$ cat src/rtl/spat_pkg.sv
// ----------------------------------------------------------------------------
// spat_pkg
// Shared types and constants for the slice share admission table.
// ----------------------------------------------------------------------------
package spat_pkg;

    // Table geometry
    localparam int MAX_SLICES = 16;
    localparam int SLOT_W     = (MAX_SLICES > 1) ? $clog2(MAX_SLICES) : 1;

    // Field widths
    localparam int SHARE_W = 7;
    localparam int OPER_W  = 24;
    localparam int SVC_W   = 8;
    localparam int DIFF_W  = 24;
    localparam int IDENT_W = OPER_W + SVC_W + DIFF_W;
    localparam int TOTAL_W = 11;
    localparam int CAP_W   = 7;

    // Accumulator: every slot at full share plus the request
    localparam int SUM_RAW_W = $clog2(MAX_SLICES * (2**SHARE_W - 1) + 2**SHARE_W);
    localparam int SUM_W     = (SUM_RAW_W > TOTAL_W) ? SUM_RAW_W : TOTAL_W;
    localparam int TOTAL_MAX = 2**TOTAL_W - 1;

    // Differentiator stored when the request carries none
    localparam logic [DIFF_W-1:0] DIFF_ABSENT = 24'hFFFFFF;

    // Configuration port
    localparam int CFG_IDX_W  = 1;
    localparam int CFG_DATA_W = CAP_W;
    localparam logic [CFG_IDX_W-1:0] CFG_CAPACITY = 1'b0;
    localparam logic [CFG_IDX_W-1:0] CFG_CHECK    = 1'b1;

    localparam logic [CAP_W-1:0] CAP_RESET = 7'd100;

    // Result codes
    typedef enum logic [1:0] {
        VERDICT_ACCEPT     = 2'd0,
        VERDICT_OVER_CAP   = 2'd1,
        VERDICT_TABLE_FULL = 2'd2
    } verdict_t;

    // Controller to datapath
    typedef struct packed {
        logic load;
        logic scan;
        logic commit;
    } spat_cmd_t;

    // Datapath to controller
    typedef struct packed {
        logic scan_last;
    } spat_status_t;

endpackage

$ cat src/rtl/spat_if.sv
// ----------------------------------------------------------------------------
// spat_if
// Request and result channels of the slice share admission table.
// ----------------------------------------------------------------------------
interface spat_req_if;
    import spat_pkg::*;

    logic                  valid;
    logic                  ready;
    logic                  min_valid;
    logic [SHARE_W-1:0]    min_share;
    logic                  max_valid;
    logic [SHARE_W-1:0]    max_share;
    logic                  ded_valid;
    logic [SHARE_W-1:0]    ded_share;
    logic                  id_valid;
    logic [OPER_W-1:0]     operator_code;
    logic [SVC_W-1:0]      service_type;
    logic                  diff_valid;
    logic [DIFF_W-1:0]     differentiator;

    modport source (
        output valid, min_valid, min_share, max_valid, max_share, ded_valid, ded_share,
               id_valid, operator_code, service_type, diff_valid, differentiator,
        input  ready
    );

    modport sink (
        input  valid, min_valid, min_share, max_valid, max_share, ded_valid, ded_share,
               id_valid, operator_code, service_type, diff_valid, differentiator,
        output ready
    );
endinterface

interface spat_rsp_if;
    import spat_pkg::*;

    logic                  valid;
    logic                  ready;
    logic [1:0]            verdict;
    logic [TOTAL_W-1:0]    total_share;

    modport source (
        output valid, verdict, total_share,
        input  ready
    );

    modport sink (
        input  valid, verdict, total_share,
        output ready
    );
endinterface

$ cat src/rtl/spat_ctrl.sv
// ----------------------------------------------------------------------------
// spat_ctrl
// Sequencer: take a request, sweep the table, commit and present the result.
// ----------------------------------------------------------------------------
module spat_ctrl
    import spat_pkg::*;
(
    input  logic         clk,
    input  logic         rst_n,
    input  logic         in_valid,
    output logic         in_ready,
    output logic         out_valid,
    input  logic         out_ready,
    input  spat_status_t status,
    output spat_cmd_t    cmd
);

    typedef enum logic [1:0] {
        ST_IDLE,
        ST_SCAN,
        ST_DRAIN,
        ST_DECIDE
    } state_t;

    state_t state_reg;
    state_t state_next;
    logic   out_valid_reg;
    logic   out_valid_next;

    // Commands and next state
    always_comb
    begin
        cmd            = '0;
        state_next     = state_reg;
        out_valid_next = out_valid_reg;
        in_ready       = (state_reg == ST_IDLE);

        // result register drains independently of the sweep
        if (out_valid_reg && out_ready)
        begin
            out_valid_next = 1'b0;
        end

        unique case (state_reg)
            ST_IDLE:
            begin
                if (in_valid)
                begin
                    cmd.load   = 1'b1;
                    state_next = ST_SCAN;
                end
            end
            ST_SCAN:
            begin
                cmd.scan = 1'b1;
                if (status.scan_last)
                begin
                    state_next = ST_DRAIN;
                end
            end
            ST_DRAIN:
            begin
                // last table read lands in the accumulator
                state_next = ST_DECIDE;
            end
            ST_DECIDE:
            begin
                if (!out_valid_reg || out_ready)
                begin
                    cmd.commit     = 1'b1;
                    out_valid_next = 1'b1;
                    state_next     = ST_IDLE;
                end
            end
            default:
            begin
                state_next = ST_IDLE;
            end
        endcase
    end

    // State and result valid
    always_ff @(posedge clk or negedge rst_n)
    begin
        if (!rst_n)
        begin
            state_reg     <= ST_IDLE;
            out_valid_reg <= 1'b0;
        end
        else
        begin
            state_reg     <= state_next;
            out_valid_reg <= out_valid_next;
        end
    end

    assign out_valid = out_valid_reg;

endmodule

$ cat src/rtl/spat_dp.sv
// ----------------------------------------------------------------------------
// spat_dp
// Datapath: request latch, slot table, sweep accumulator, verdict and result.
// ----------------------------------------------------------------------------
module spat_dp
    import spat_pkg::*;
(
    input  logic                  clk,
    input  logic                  rst_n,
    // configuration
    input  logic                  cfg_we,
    input  logic [CFG_IDX_W-1:0]  cfg_index,
    input  logic [CFG_DATA_W-1:0] cfg_data,
    // request fields
    input  logic                  min_valid,
    input  logic [SHARE_W-1:0]    min_share,
    input  logic                  max_valid,
    input  logic [SHARE_W-1:0]    max_share,
    input  logic                  ded_valid,
    input  logic [SHARE_W-1:0]    ded_share,
    input  logic                  id_valid,
    input  logic [OPER_W-1:0]     operator_code,
    input  logic [SVC_W-1:0]      service_type,
    input  logic                  diff_valid,
    input  logic [DIFF_W-1:0]     differentiator,
    // control
    input  spat_cmd_t             cmd,
    output spat_status_t          status,
    // result fields
    output logic [1:0]            verdict,
    output logic [TOTAL_W-1:0]    total_share
);

    // Configuration registers
    logic [CAP_W-1:0]   cap_reg;
    logic               chk_reg;

    // Latched request
    logic [SHARE_W-1:0] req_share_reg;
    logic               id_valid_reg;
    logic [IDENT_W-1:0] ident_reg;
    logic [SHARE_W-1:0] req_share_next;
    logic [IDENT_W-1:0] ident_next;

    // Slot table
    logic [MAX_SLICES-1:0] used_reg;
    logic [IDENT_W-1:0]    ident_mem [MAX_SLICES];
    logic [SHARE_W-1:0]    share_mem [MAX_SLICES];

    // Sweep
    logic [SLOT_W-1:0]  scan_idx_reg;
    logic               rd_valid_reg;
    logic [SLOT_W-1:0]  rd_idx_reg;
    logic               used_rd_reg;
    logic [IDENT_W-1:0] ident_rd_reg;
    logic [SHARE_W-1:0] share_rd_reg;

    // Accumulator and slot search
    logic [SUM_W-1:0]   sum_reg;
    logic               match_found_reg;
    logic [SLOT_W-1:0]  match_idx_reg;
    logic               free_found_reg;
    logic [SLOT_W-1:0]  free_idx_reg;

    // Commit
    logic               over_cap;
    logic               store_en;
    logic               insert_en;
    logic [SLOT_W-1:0]  wr_idx;
    verdict_t           verdict_next;
    logic [TOTAL_W-1:0] total_next;

    // Result register
    verdict_t           verdict_reg;
    logic [TOTAL_W-1:0] total_reg;

    // Configuration writes
    always_ff @(posedge clk or negedge rst_n)
    begin
        if (!rst_n)
        begin
            cap_reg <= CAP_RESET;
            chk_reg <= 1'b1;
        end
        else if (cfg_we)
        begin
            unique case (cfg_index)
                CFG_CAPACITY: cap_reg <= cfg_data[CAP_W-1:0];
                CFG_CHECK:    chk_reg <= cfg_data[0];
                default:      ;
            endcase
        end
    end

    // Requested share: first present of min, max, dedicated
    always_comb
    begin
        if (min_valid)
        begin
            req_share_next = min_share;
        end
        else if (max_valid)
        begin
            req_share_next = max_share;
        end
        else if (ded_valid)
        begin
            req_share_next = ded_share;
        end
        else
        begin
            req_share_next = '0;
        end
        ident_next = {operator_code, service_type, diff_valid ? differentiator : DIFF_ABSENT};
    end

    always_ff @(posedge clk)
    begin
        if (cmd.load)
        begin
            req_share_reg <= req_share_next;
            id_valid_reg  <= id_valid;
            ident_reg     <= ident_next;
        end
    end

    // Sweep address counter
    always_ff @(posedge clk or negedge rst_n)
    begin
        if (!rst_n)
        begin
            scan_idx_reg <= '0;
            rd_valid_reg <= 1'b0;
        end
        else
        begin
            rd_valid_reg <= cmd.scan;
            if (cmd.load)
            begin
                scan_idx_reg <= '0;
            end
            else if (cmd.scan)
            begin
                scan_idx_reg <= scan_idx_reg + SLOT_W'(1);
            end
        end
    end

    assign status.scan_last = (scan_idx_reg == SLOT_W'(MAX_SLICES - 1));

    // Table read, one slot per cycle, registered
    always_ff @(posedge clk)
    begin
        if (cmd.scan)
        begin
            rd_idx_reg   <= scan_idx_reg;
            used_rd_reg  <= used_reg[scan_idx_reg];
            ident_rd_reg <= ident_mem[scan_idx_reg];
            share_rd_reg <= share_mem[scan_idx_reg];
        end
    end

    // Accumulate other slots, note matching and first free slot
    always_ff @(posedge clk or negedge rst_n)
    begin
        if (!rst_n)
        begin
            sum_reg         <= '0;
            match_found_reg <= 1'b0;
            match_idx_reg   <= '0;
            free_found_reg  <= 1'b0;
            free_idx_reg    <= '0;
        end
        else if (cmd.load)
        begin
            sum_reg         <= SUM_W'(req_share_next);
            match_found_reg <= 1'b0;
            free_found_reg  <= 1'b0;
        end
        else if (rd_valid_reg)
        begin
            if (used_rd_reg)
            begin
                if (id_valid_reg && (ident_rd_reg == ident_reg))
                begin
                    match_found_reg <= 1'b1;
                    match_idx_reg   <= rd_idx_reg;
                end
                else
                begin
                    sum_reg <= sum_reg + SUM_W'(share_rd_reg);
                end
            end
            else if (!free_found_reg)
            begin
                free_found_reg <= 1'b1;
                free_idx_reg   <= rd_idx_reg;
            end
        end
    end

    // Verdict and table update
    always_comb
    begin
        over_cap  = (req_share_reg != '0) && chk_reg && (sum_reg > SUM_W'(cap_reg));
        store_en  = 1'b0;
        insert_en = 1'b0;
        wr_idx    = match_found_reg ? match_idx_reg : free_idx_reg;

        if (over_cap)
        begin
            verdict_next = VERDICT_OVER_CAP;
        end
        else if (id_valid_reg && !match_found_reg && !free_found_reg)
        begin
            verdict_next = VERDICT_TABLE_FULL;
        end
        else
        begin
            verdict_next = VERDICT_ACCEPT;
            store_en     = cmd.commit && id_valid_reg;
            insert_en    = cmd.commit && id_valid_reg && !match_found_reg;
        end

        if (sum_reg > SUM_W'(TOTAL_MAX))
        begin
            total_next = TOTAL_W'(TOTAL_MAX);
        end
        else
        begin
            total_next = sum_reg[TOTAL_W-1:0];
        end
    end

    always_ff @(posedge clk)
    begin
        if (store_en)
        begin
            share_mem[wr_idx] <= req_share_reg;
        end
        if (insert_en)
        begin
            ident_mem[wr_idx] <= ident_reg;
        end
    end

    always_ff @(posedge clk or negedge rst_n)
    begin
        if (!rst_n)
        begin
            used_reg <= '0;
        end
        else if (insert_en)
        begin
            used_reg[wr_idx] <= 1'b1;
        end
    end

    // Result register
    always_ff @(posedge clk)
    begin
        if (cmd.commit)
        begin
            verdict_reg <= verdict_next;
            total_reg   <= total_next;
        end
    end

    assign verdict     = verdict_reg;
    assign total_share = total_reg;

endmodule

$ cat src/rtl/slice_prb_admission_table_top.sv
// A new request is taken only once the previous one has been swept and committed; the table sweep
//   reads one slot per cycle from the single table read port.
// A finished result waits in its output register while the next request is taken.
// Reset: asynchronous, active low; clears all slot used bits, capacity to 100,
//   check enabled. No clearing pass is needed.
// ----------------------------------------------------------------------------
// slice_prb_admission_table_top
// Admission control of slice resource-block shares against a capacity limit.
// ----------------------------------------------------------------------------
module slice_prb_admission_table_top
    import spat_pkg::*;
(
    input  logic                  clk,
    input  logic                  rst_n,
    input  logic                  cfg_we,
    input  logic [CFG_IDX_W-1:0]  cfg_index,
    input  logic [CFG_DATA_W-1:0] cfg_data,
    spat_req_if.sink              req,
    spat_rsp_if.source            rsp
);

    spat_cmd_t    cmd;
    spat_status_t status;

    // Sequencer
    spat_ctrl u_ctrl (
        .clk       (clk),
        .rst_n     (rst_n),
        .in_valid  (req.valid),
        .in_ready  (req.ready),
        .out_valid (rsp.valid),
        .out_ready (rsp.ready),
        .status    (status),
        .cmd       (cmd)
    );

    // Table and arithmetic
    spat_dp u_dp (
        .clk            (clk),
        .rst_n          (rst_n),
        .cfg_we         (cfg_we),
        .cfg_index      (cfg_index),
        .cfg_data       (cfg_data),
        .min_valid      (req.min_valid),
        .min_share      (req.min_share),
        .max_valid      (req.max_valid),
        .max_share      (req.max_share),
        .ded_valid      (req.ded_valid),
        .ded_share      (req.ded_share),
        .id_valid       (req.id_valid),
        .operator_code  (req.operator_code),
        .service_type   (req.service_type),
        .diff_valid     (req.diff_valid),
        .differentiator (req.differentiator),
        .cmd            (cmd),
        .status         (status),
        .verdict        (rsp.verdict),
        .total_share    (rsp.total_share)
    );

endmodule

$ cat src/flat_wrapper.sv
// flat-port wrapper written by rule: the top's interface ports become plain ports
module slice_prb_admission_table_top_flat import spat_pkg::*;
  (clk, rst_n, cfg_we, cfg_index, cfg_data, req_valid, req_min_valid, req_min_share, req_max_valid, req_max_share, req_ded_valid, req_ded_share, req_id_valid, req_operator_code, req_service_type, req_diff_valid, req_differentiator, req_ready, rsp_valid, rsp_verdict, rsp_total_share, rsp_ready);
  spat_req_if req_i ();
  spat_rsp_if rsp_i ();
  input  logic clk;
  input  logic rst_n;
  input  logic cfg_we;
  input  logic [CFG_IDX_W-1:0] cfg_index;
  input  logic [CFG_DATA_W-1:0] cfg_data;
  input wire logic [$bits(req_i.valid)-1:0] req_valid;
  input wire logic [$bits(req_i.min_valid)-1:0] req_min_valid;
  input wire logic [$bits(req_i.min_share)-1:0] req_min_share;
  input wire logic [$bits(req_i.max_valid)-1:0] req_max_valid;
  input wire logic [$bits(req_i.max_share)-1:0] req_max_share;
  input wire logic [$bits(req_i.ded_valid)-1:0] req_ded_valid;
  input wire logic [$bits(req_i.ded_share)-1:0] req_ded_share;
  input wire logic [$bits(req_i.id_valid)-1:0] req_id_valid;
  input wire logic [$bits(req_i.operator_code)-1:0] req_operator_code;
  input wire logic [$bits(req_i.service_type)-1:0] req_service_type;
  input wire logic [$bits(req_i.diff_valid)-1:0] req_diff_valid;
  input wire logic [$bits(req_i.differentiator)-1:0] req_differentiator;
  output wire logic [$bits(req_i.ready)-1:0] req_ready;
  output wire logic [$bits(rsp_i.valid)-1:0] rsp_valid;
  output wire logic [$bits(rsp_i.verdict)-1:0] rsp_verdict;
  output wire logic [$bits(rsp_i.total_share)-1:0] rsp_total_share;
  input wire logic [$bits(rsp_i.ready)-1:0] rsp_ready;
  assign req_i.valid = req_valid;
  assign req_i.min_valid = req_min_valid;
  assign req_i.min_share = req_min_share;
  assign req_i.max_valid = req_max_valid;
  assign req_i.max_share = req_max_share;
  assign req_i.ded_valid = req_ded_valid;
  assign req_i.ded_share = req_ded_share;
  assign req_i.id_valid = req_id_valid;
  assign req_i.operator_code = req_operator_code;
  assign req_i.service_type = req_service_type;
  assign req_i.diff_valid = req_diff_valid;
  assign req_i.differentiator = req_differentiator;
  assign req_ready = req_i.ready;
  assign rsp_valid = rsp_i.valid;
  assign rsp_verdict = rsp_i.verdict;
  assign rsp_total_share = rsp_i.total_share;
  assign rsp_i.ready = rsp_ready;
  slice_prb_admission_table_top u_core (.clk(clk), .rst_n(rst_n), .cfg_we(cfg_we), .cfg_index(cfg_index), .cfg_data(cfg_data), .req(req_i), .rsp(rsp_i));
endmodule
$ cat config.mk
export PLATFORM = sky130hd
export DESIGN_NAME = slice_prb_admission_table_top_flat
export DESIGN_NICKNAME = d
export VERILOG_FILES = /design/src/rtl/spat_pkg.sv /design/src/rtl/spat_if.sv /design/src/rtl/spat_ctrl.sv /design/src/rtl/spat_dp.sv /design/src/rtl/slice_prb_admission_table_top.sv /design/src/flat_wrapper.sv
export SDC_FILE = /design/constraint.sdc
export NUM_CORES = 1
export LEC_CHECK = 0
export ABC_AREA = 1
export BUFFER_PORTS_ARGS = -buffer_cell sky130_fd_sc_hd__buf_4
export CAP_MARGIN = 40
export CORE_ASPECT_RATIO = 0.5
export CORE_MARGIN = 2
export CORE_UTILIZATION = 45
export DETAILED_ROUTE_END_ITERATION = 10
export PLACE_DENSITY_LB_ADDON = 0.3
export RECOVER_POWER = 50
export SYNTH_ARGS = -nofsm -noshare
export SYNTH_HDL_FRONTEND = slang
export SYNTH_HIERARCHICAL = 1
export SYNTH_SLANG_ARGS = --single-unit
$ cat constraint.sdc
create_clock -name clk -period 12.36 [get_ports clk]
set_input_delay 2.472 -clock clk [delete_from_list [all_inputs] [get_ports clk]]
set_output_delay 2.472 -clock clk [all_outputs]
set_load 0.02 [all_outputs]
After elaboration in Yosys (flattened, before gate mapping)
Memory sizes are Yosys's and may differ from the RTL's. A register that Yosys moved wholly into a read port is not among the register bits.
Index checks and enable logic that the tools add are counted.
Widths: inputs -> output; s select.

storage, ports and cells
  bits in registers = 136
  latch bits = 0
  RAM bits = 1008
  ROM bits = 0
  input bits = 95
  memories kept = 2

cells by class
  add/subtract/negate cells = 2
  multiply operators = 0
  divide/modulo/power cells = 0
  order comparisons = 5
  eq/ne operators = 10
  shift operators = 0
  mux-type cells = 42
  bitwise logic cells = 5
  reductions and logical operators = 27

memories
  memory                 depth  width  read ports  clocked after memory_dff  write ports  line           source
  u_core.u_dp.ident_mem  16     56     1           1                         1            spat_dp.sv:47  logic [IDENT_W-1:0] ident_mem [MAX_SLICES];
  u_core.u_dp.share_mem  16     7      1           1                         1            spat_dp.sv:48  logic [SHARE_W-1:0] share_mem [MAX_SLICES];

operators with widths
  operator              number
  $eq 56x56->1          1
  $mux 12               4
  $mux 1                25
  $mux 7                3
  $or 16x16->16         1
  $add 12x7->12         1
  $gt 12x11->1 const B  1
  $gt 12x7->1           1
  $mux 4                3
  $lt 4x5->1 const B    2
  $logic_and 1x1->1     9
  $reduce_and 3->1      3
  $mux 2                4
  $pmux 2 s4            1
  $reduce_and 4->1      2
  $reduce_bool 2->1     4
  $reduce_bool 7->1     1
  $ne 2x1->1 const B    3
  $reduce_and 2->1      3
  $add 4x1->4 const B   1
  $bmux 1 s4            1
  $demux 1 s4           1
  $eq 2x2->1 const B    2
  $eq 4x4->1 const B    1
  other kinds (7)       13

Logic depth before layout (Yosys ltp)
Gate-level depths: netlist (run 1).

  depth in word-level cells = 10
  mapped depth = 13
  depth with buffers taken out = 13

Hierarchy
The synthesis (run 1) kept the hierarchy.

modules (own cells, without submodules)
  module     times used  cells each  area each (µm²)  seq. area each (µm²)
  spat_dp    1           3750        47941.0          35904.4
  spat_ctrl  1           31          236.5            75.1

Worst setup path after synthesis (run 1)
No wires, ideal clock.

  path type = input port to flip-flop
  start point = input rsp_ready
  end point = memory u_core/u_dp/ident_mem[0][0] in the netlist's numbering (enable)
  arrival time = 6116 ps
  data required time = 11890 ps
  slack = 5774 ps
  cell stages on the path = 7
  cells stage by stage = inv_2 -> a21oi_1 -> nand4_1 -> inv_1 -> nand2_1 -> buf_2 -> nor2_1

RTL lines
  item             line                source
  start, declared  flat_wrapper.sv:27  input wire logic [$bits(rsp_i.ready)-1:0] rsp_ready;
  end, declared    spat_dp.sv:47

==> results of run 1 <==
==> synth_stat cells, types with 3 or more instances <==
library cell,count
xor2_1,4
nor2_4,3
o21ai_2,4
nand3_2,3
o21ai_0,542
inv_1,173
or2_2,9
o221ai_1,106
dfrtp_1,50
a21oi_1,29
nor2_1,623
edfxtp_1,1153
or2_1,4
nand2_1,438
ha_1,19
buf_1,8
o211ai_1,24
nor2_2,3
nor3_1,8
clkbuf_1,137
buf_4,6
o21bai_1,8
inv_2,10
nand4_1,23
nand3_1,136
o21ai_1,8
nor3_2,9
o22ai_1,152
xnor2_1,9
buf_2,64
dfstp_2,4
==> routing by layer <==
metal  vias to the layer above  track usage, %
li1                      13900               -
met1                     15100            31.4
met4                         2            5.36
met3                       191            4.09
met2                      1230            32.7
met5                         -               0
==> power groups by stage <==
stage | sequential (mW) | clock, mW | combinational, mW
finish | 5.28 | 3.31 | 3.19
global route | 5.32 | 3.52 | 3.55
CTS | 5.27 | 3.36 | 3.20
detailed placement | 5.36 | 0 | 3.18
global placement | 5.35 | 0 | 3.03
floorplan | 5.24 | 0 | 2.18
==> critical path, stage by stage (launching register included) <==
cell and delay [ps]:
dfrtp_1 420, inv_1 110, ha_1 770, clkbuf_1 1660, clkbuf_1 1760
==> metrics by stage <==
stage / setup slack [ps] / hold WS [ps]
5_1_grt: 6790 / 495
3_3_place_gp: 7070 / 444
4_1_cts: 7870 / 470
6_report: 7140 / 468
2_1_floorplan: 5770 / 420
3_5_place_dp: 7140 / 455
==> worst paths after layout <==
kind / endpoint / slack, ps / cells past startpoint / from
min reg2reg: u_core/u_dp/used_reg[14] / 470 / 2 / u_core/u_dp/used_reg[14]
min in group asynchronous: u_core/u_dp/cap_reg[3] / 2750 / 1 / rst_n
max reg2reg: u_core/u_dp/ident_rd_reg[32] / 7140 / 4 / u_core/u_ctrl/state_reg[1]
max: u_core/u_dp/ident_rd_reg[32] / 7140 / 4 / u_core/u_ctrl/state_reg[1]
max in group asynchronous: u_core/u_dp/scan_idx_reg[0] / 7470 / 1 / rst_n
min: u_core/u_dp/used_reg[14] / 470 / 2 / u_core/u_dp/used_reg[14]
==> final cells by class <==
class | count | area, sq um
Clock buffer | 134 | 2820
Clock inverter | 59 | 613
Fill cell | 8812 | 51400
Inverter | 185 | 716
Multi-Input combinational cell | 2173 | 10700
Sequential cell | 1207 | 36000
Tap cell | 1419 | 1780
Timing Repair Buffer | 189 | 1670
==> cell families after synthesis <==
logic type	share of synthesized area [%]
adders and majority gates	0.535
buffers and inverters	3.36
and+or+nand+nor	10.6
xor gates and xnor gates	0.236
AOI/OAI and AO/OA	10.5
DFF	74.7
==> results.md, run 1 <==
- Post-route core utilization: 51.4%
- Fraction of the cycle the final worst path needs: 42.2%
- Pwr/cell area: 217 nW/um^2
- Post-synthesis cell type count: 42
- Cts bufs inserted: 105
- Sum of negative setup slack: 0 ps
- Worst VDD drop: around 0.20 mV
- Antenna Nets Post-Route: 0
- Placed cell count: 5173
- Vias in the first global route: 29400
- RSZ-0062 raised after global routing: no
- Switching share of power: 34.1%
- # diodes: 0
- Most used DFF post-synth: edfxtp_1
- Routed len/inst: 21.9 um
- Maximum clock insertion buffer count: 3
- Worst-path fanout max: 30
- Crit Path Category: reg -> reg
- Crit. End Element: register
- Die area: 110000 sq um
- Largest register by flop count: u_core/u_dp/ident_mem
- Largest net degree at the start of global routing: 236
- Slew @ Worst Pin: 3030 ps
- Remaining Overflow, GRT: 0
- #FFs+latches synth: 1207
- Initial Utilization: 45.6%
- Synth area leaders: edfxtp_1 72%, o21ai_0 5.6%, nor2_1 4.9%
- CTS root buffer: clkbuf_16
- Core Region: 106000 sq um
- Clock-pin slew of the registers on the worst-case setup and hold paths: 70 ps
- Max Cap Violations: 6
- Regs by FF count: u_core/u_dp/ident_mem x896, u_core/u_dp/share_mem x112
- Via count: 30400
- Period minus WS final: 5220 ps
- Initial antenna violation count: 1
- FP Rows: 84
- Seq pwr share: 44.8%
- Port Buffers: around 110
- Ratio of cells with drive above 1 in the final layout: 9.35%
- Clk pwr share: 28.1%
- Cts hold-fix bufs: 0
- DRT Pass-1 Iters: 6
- Failing checks: capacitance limit, slew limit
- F_max: roughly 190 MHz
- Post-CTS sizing: 0
- CTS sink cnt: roughly 1200
- Nets: between 3000 and 4000
- # DRC: 0
- CTS tree: yes
- Syn_nets: 3896
- Net Switching: 4.02 mW
- Syn Area/Cell: approximately 13 sq um
- Commonest non-fill, non-tap cells in the layout: 1153 x edfxtp_1, 615 x nor2_1, 542 x o21ai_0
- Worst Skew: 15.6 ps
- FFs w/ async S/R, synth: under 10%
- WL met2: 53200 um
- HP Class: reg -> reg
- Yosys warnings: 6
- Post-synth EDFFs: 1153
- Count of final setup violators: 0
- Met3 WL: 9880 um
- Post-CTS Setup Bufs: 0
- Leak pwr: 18.4 nW
- Cell Area, Synth: 48200 sq um
- Routed vias/inst: 5.67
- Comb power frac: a little over a quarter
- Area leader, netlist: edfxtp_1
- Routability Congestion: 0.820
- Gate count of the mapped netlist: ~3800
- Rel. slew slack: -102%
- Worst path required time: 12640 ps
- Max Slew Vio Count: 267
- Most common cell after layout, fill and taps aside: edfxtp_1
- Routed wire length: 118000 um
- DP Area: 51000 sq um
- CP startpoint kind: register
- Finished Layout Cells: roughly 5400
- Status: finished with violations
- Metal1 wirelength: 51600 um
- Design internal power: approximately 7.8 mW
- Dpl hpwl: 67300 um
- First-pass GRT wire length: 179000 um
- Starting DRT DRC Count: 3474
- Seq/Total Area, Yosys: 74.7%
- Max Used Layer: met5
- Max reg flops: ~900
- # H-tree levels: 3
- Yosys top cell area share: a little under three quarters
- Final hold vios: 0
- Boundary Pins: 110
- Horiz. Die Dim: 467 um
- Total power: 11.8 mW
- Critical Path AT: 5490 ps
- Design area: 54300 sq um
- Total Routing Usage GR: 21.4%
- Worst-Skew Late Latency: 700 ps
- DIE HEIGHT: approximately 240 um
- Area Overhead vs Synth: 12.6%
Power figures use the tool's default switching activity.
==> run 2: changes to the inputs <==
clock period = 5.39 ns   (was 12.36 ns; I/O delays follow)
==> results.md, run 2 (same netlist as run 1, synthesis figures left out) <==
- DIE HEIGHT: 235 um
- Design area: about 54000 sq um
- Initial antenna violation count: 2
- Critical Path AT: 4750 ps
- Port Buffers: 109
- Hold WS: around 460 ps
- Via count: 30600
- Nets: 3958
- Starting DRT DRC Count: 3141
- Largest register by flop count: u_core/u_dp/ident_mem
- Most common cell after layout, fill and taps aside: edfxtp_1
- Die area: 110000 sq um
- Worst path required time: roughly 5800 ps
- Clock-pin slew of the registers on the worst-case setup and hold paths: ~70 ps
- Max Slew Vio Count: around 180
- CP cell instances: inv_8 > buf_16 > buf_12 > o21ai_0 > o221ai_1 > o211ai_1 > nand3_1
- Remaining Overflow, GRT: 0
- Maximum clock insertion buffer count: 3
- Dpl hpwl: 65000 um
- Period minus WS final: 4310 ps
- Routability Congestion: 0.801
- Worst-Skew Late Latency: 720 ps
- Count of final setup violators: 0
- FP Rows: 84
- DRT Pass-1 Iters: 5
- RSZ-0062 raised after global routing: no
- CTS sink cnt: 1207
- Core Region: around 110000 sq um
- Routed vias/inst: around 5.7
- F_max: 232 MHz
- Ratio of cells with drive above 1 in the final layout: 8.76%
- # H-tree levels: 3
- Post-CTS sizing: 0
- Leak pwr: 18.3 nW
- Crit Path Category: reg -> reg
- # DRC: 0
- Total power: 26.9 mW
- CTS tree: yes
- First-pass GRT wire length: 180000 um
- CP startpoint kind: register
- Largest net degree at the start of global routing: 183
- Slew @ Worst Pin: 3020 ps
- Regs by FF count: u_core/u_dp/ident_mem x896, u_core/u_dp/share_mem x112
- CP max stage cell: dfrtp_1
- Fraction of the cycle the final worst path needs: 80.0%
- Worst VDD drop: roughly 0.43 mV
- Total Routing Usage GR: 21.5%
- Horiz. Die Dim: 467 um
- Vias in the first global route: 29300
- Boundary Pins: 110
- Crit. End Element: register
- Worst Skew: 47.1 ps
- Area Overhead vs Synth: 12.4%
- Rel. slew slack: -101%
- Post-CTS Setup Bufs: 0
- Commonest non-fill, non-tap cells in the layout: 1153 x edfxtp_1, 615 x nor2_1, 542 x o21ai_0
- Antenna Nets Post-Route: 0
- Worst-path fanout max: 78
- Initial Utilization: 45.6%
- Cts hold-fix bufs: 0
- Max reg flops: 896
- Routed len/inst: about 22 um
- Pwr/cell area: roughly 500 nW/um^2
- HP Class: reg -> reg
- CP peak stage delay: about 2000 ps
- CTS root buffer: clkbuf_16
- Max Cap Violations: 4
- Status: finished with violations
- DP Area: 50900 sq um
- Final hold vios: 0
- Routed wire length: 120000 um
- Cts bufs inserted: 106
- Failing checks: capacitance limit, slew limit
- Sum of negative setup slack: 0 ps
## run 2: cell count changes in the layout (fill, tap and decap cells not counted), sizes merged
cell / change
clkinvlp: -1
buf: -9
clkbuf: -19
inv: +4
diode: +1
clkinv: +7
## run 2: final cells by class
class	instances	area, sq um
antenna	1	2.50
fill	8798	51500
inverter	185	719
timing repair buffer	170	1570
multi-input combinational	2173	10700
sequential	1207	36000
clock buffer	125	2730
tap	1419	1780
clock inverter	69	656
## run 2: path summary, 6_finish.rpt
path | from | endpoint | slack [ps] | depth (start not counted)
worst min-delay path | u_core/u_dp/used_reg[6] | u_core/u_dp/used_reg[6] | 460 | 2
worst max register to register | u_core/u_dp/scan_idx_reg[1] | u_core/u_dp/ident_rd_reg[51] | 1080 | 7
worst min register to register | u_core/u_dp/used_reg[6] | u_core/u_dp/used_reg[6] | 460 | 2
worst max-delay path | u_core/u_dp/scan_idx_reg[1] | u_core/u_dp/ident_rd_reg[51] | 1080 | 7
min in group asynchronous | rst_n | u_core/u_dp/cap_reg[3] | 1340 | 1
max in group asynchronous | rst_n | u_core/u_dp/scan_idx_reg[0] | 1880 | 1
## run 2: metrics by stage
| stage | std cells | setup WS, ps | util, % |
|---|---|---|---|
| floorplan | 3781 | 198 | - |
| global placement | 5143 | 1670 | 47.9 |
| detailed placement | 5154 | 1740 | 48.2 |
| CTS | 5348 | 2020 | 51.4 |
| global route | 5348 | 850 | 51.2 |
| finish | 5349 | 1080 | 51.3 |
## run 2: metal layers
layer | track usage [%] | share of wire [%] | vias to the layer above
met3 | 3.95 | 8.3 | 162
met4 | 5.28 | 2.0 | 2
met5 | 0 | 0.011 | -
li1 | - | - | 13900
met1 | 31.6 | 44 | 15200
met2 | 33.2 | 45 | 1295
## run 2: worst max-delay path: cells and delay by family (launching register included)
| family | cells | cell delay [ps] |
|---|---|---|
| buffers and inverters | 3 | 1360 |
| and+or+nand+nor | 1 | 150 |
| AOI/OAI and AO/OA | 3 | 430 |
| DFF | 1 | 2030 |
## run 2: power breakdown
group / internal, mW / total [mW] / switching [mW]
clock network: 4.11 / 7.51 / 3.40
registers: 11.4 / 12.2 / 0.822
logic: 2.19 / 7.19 / 5.01
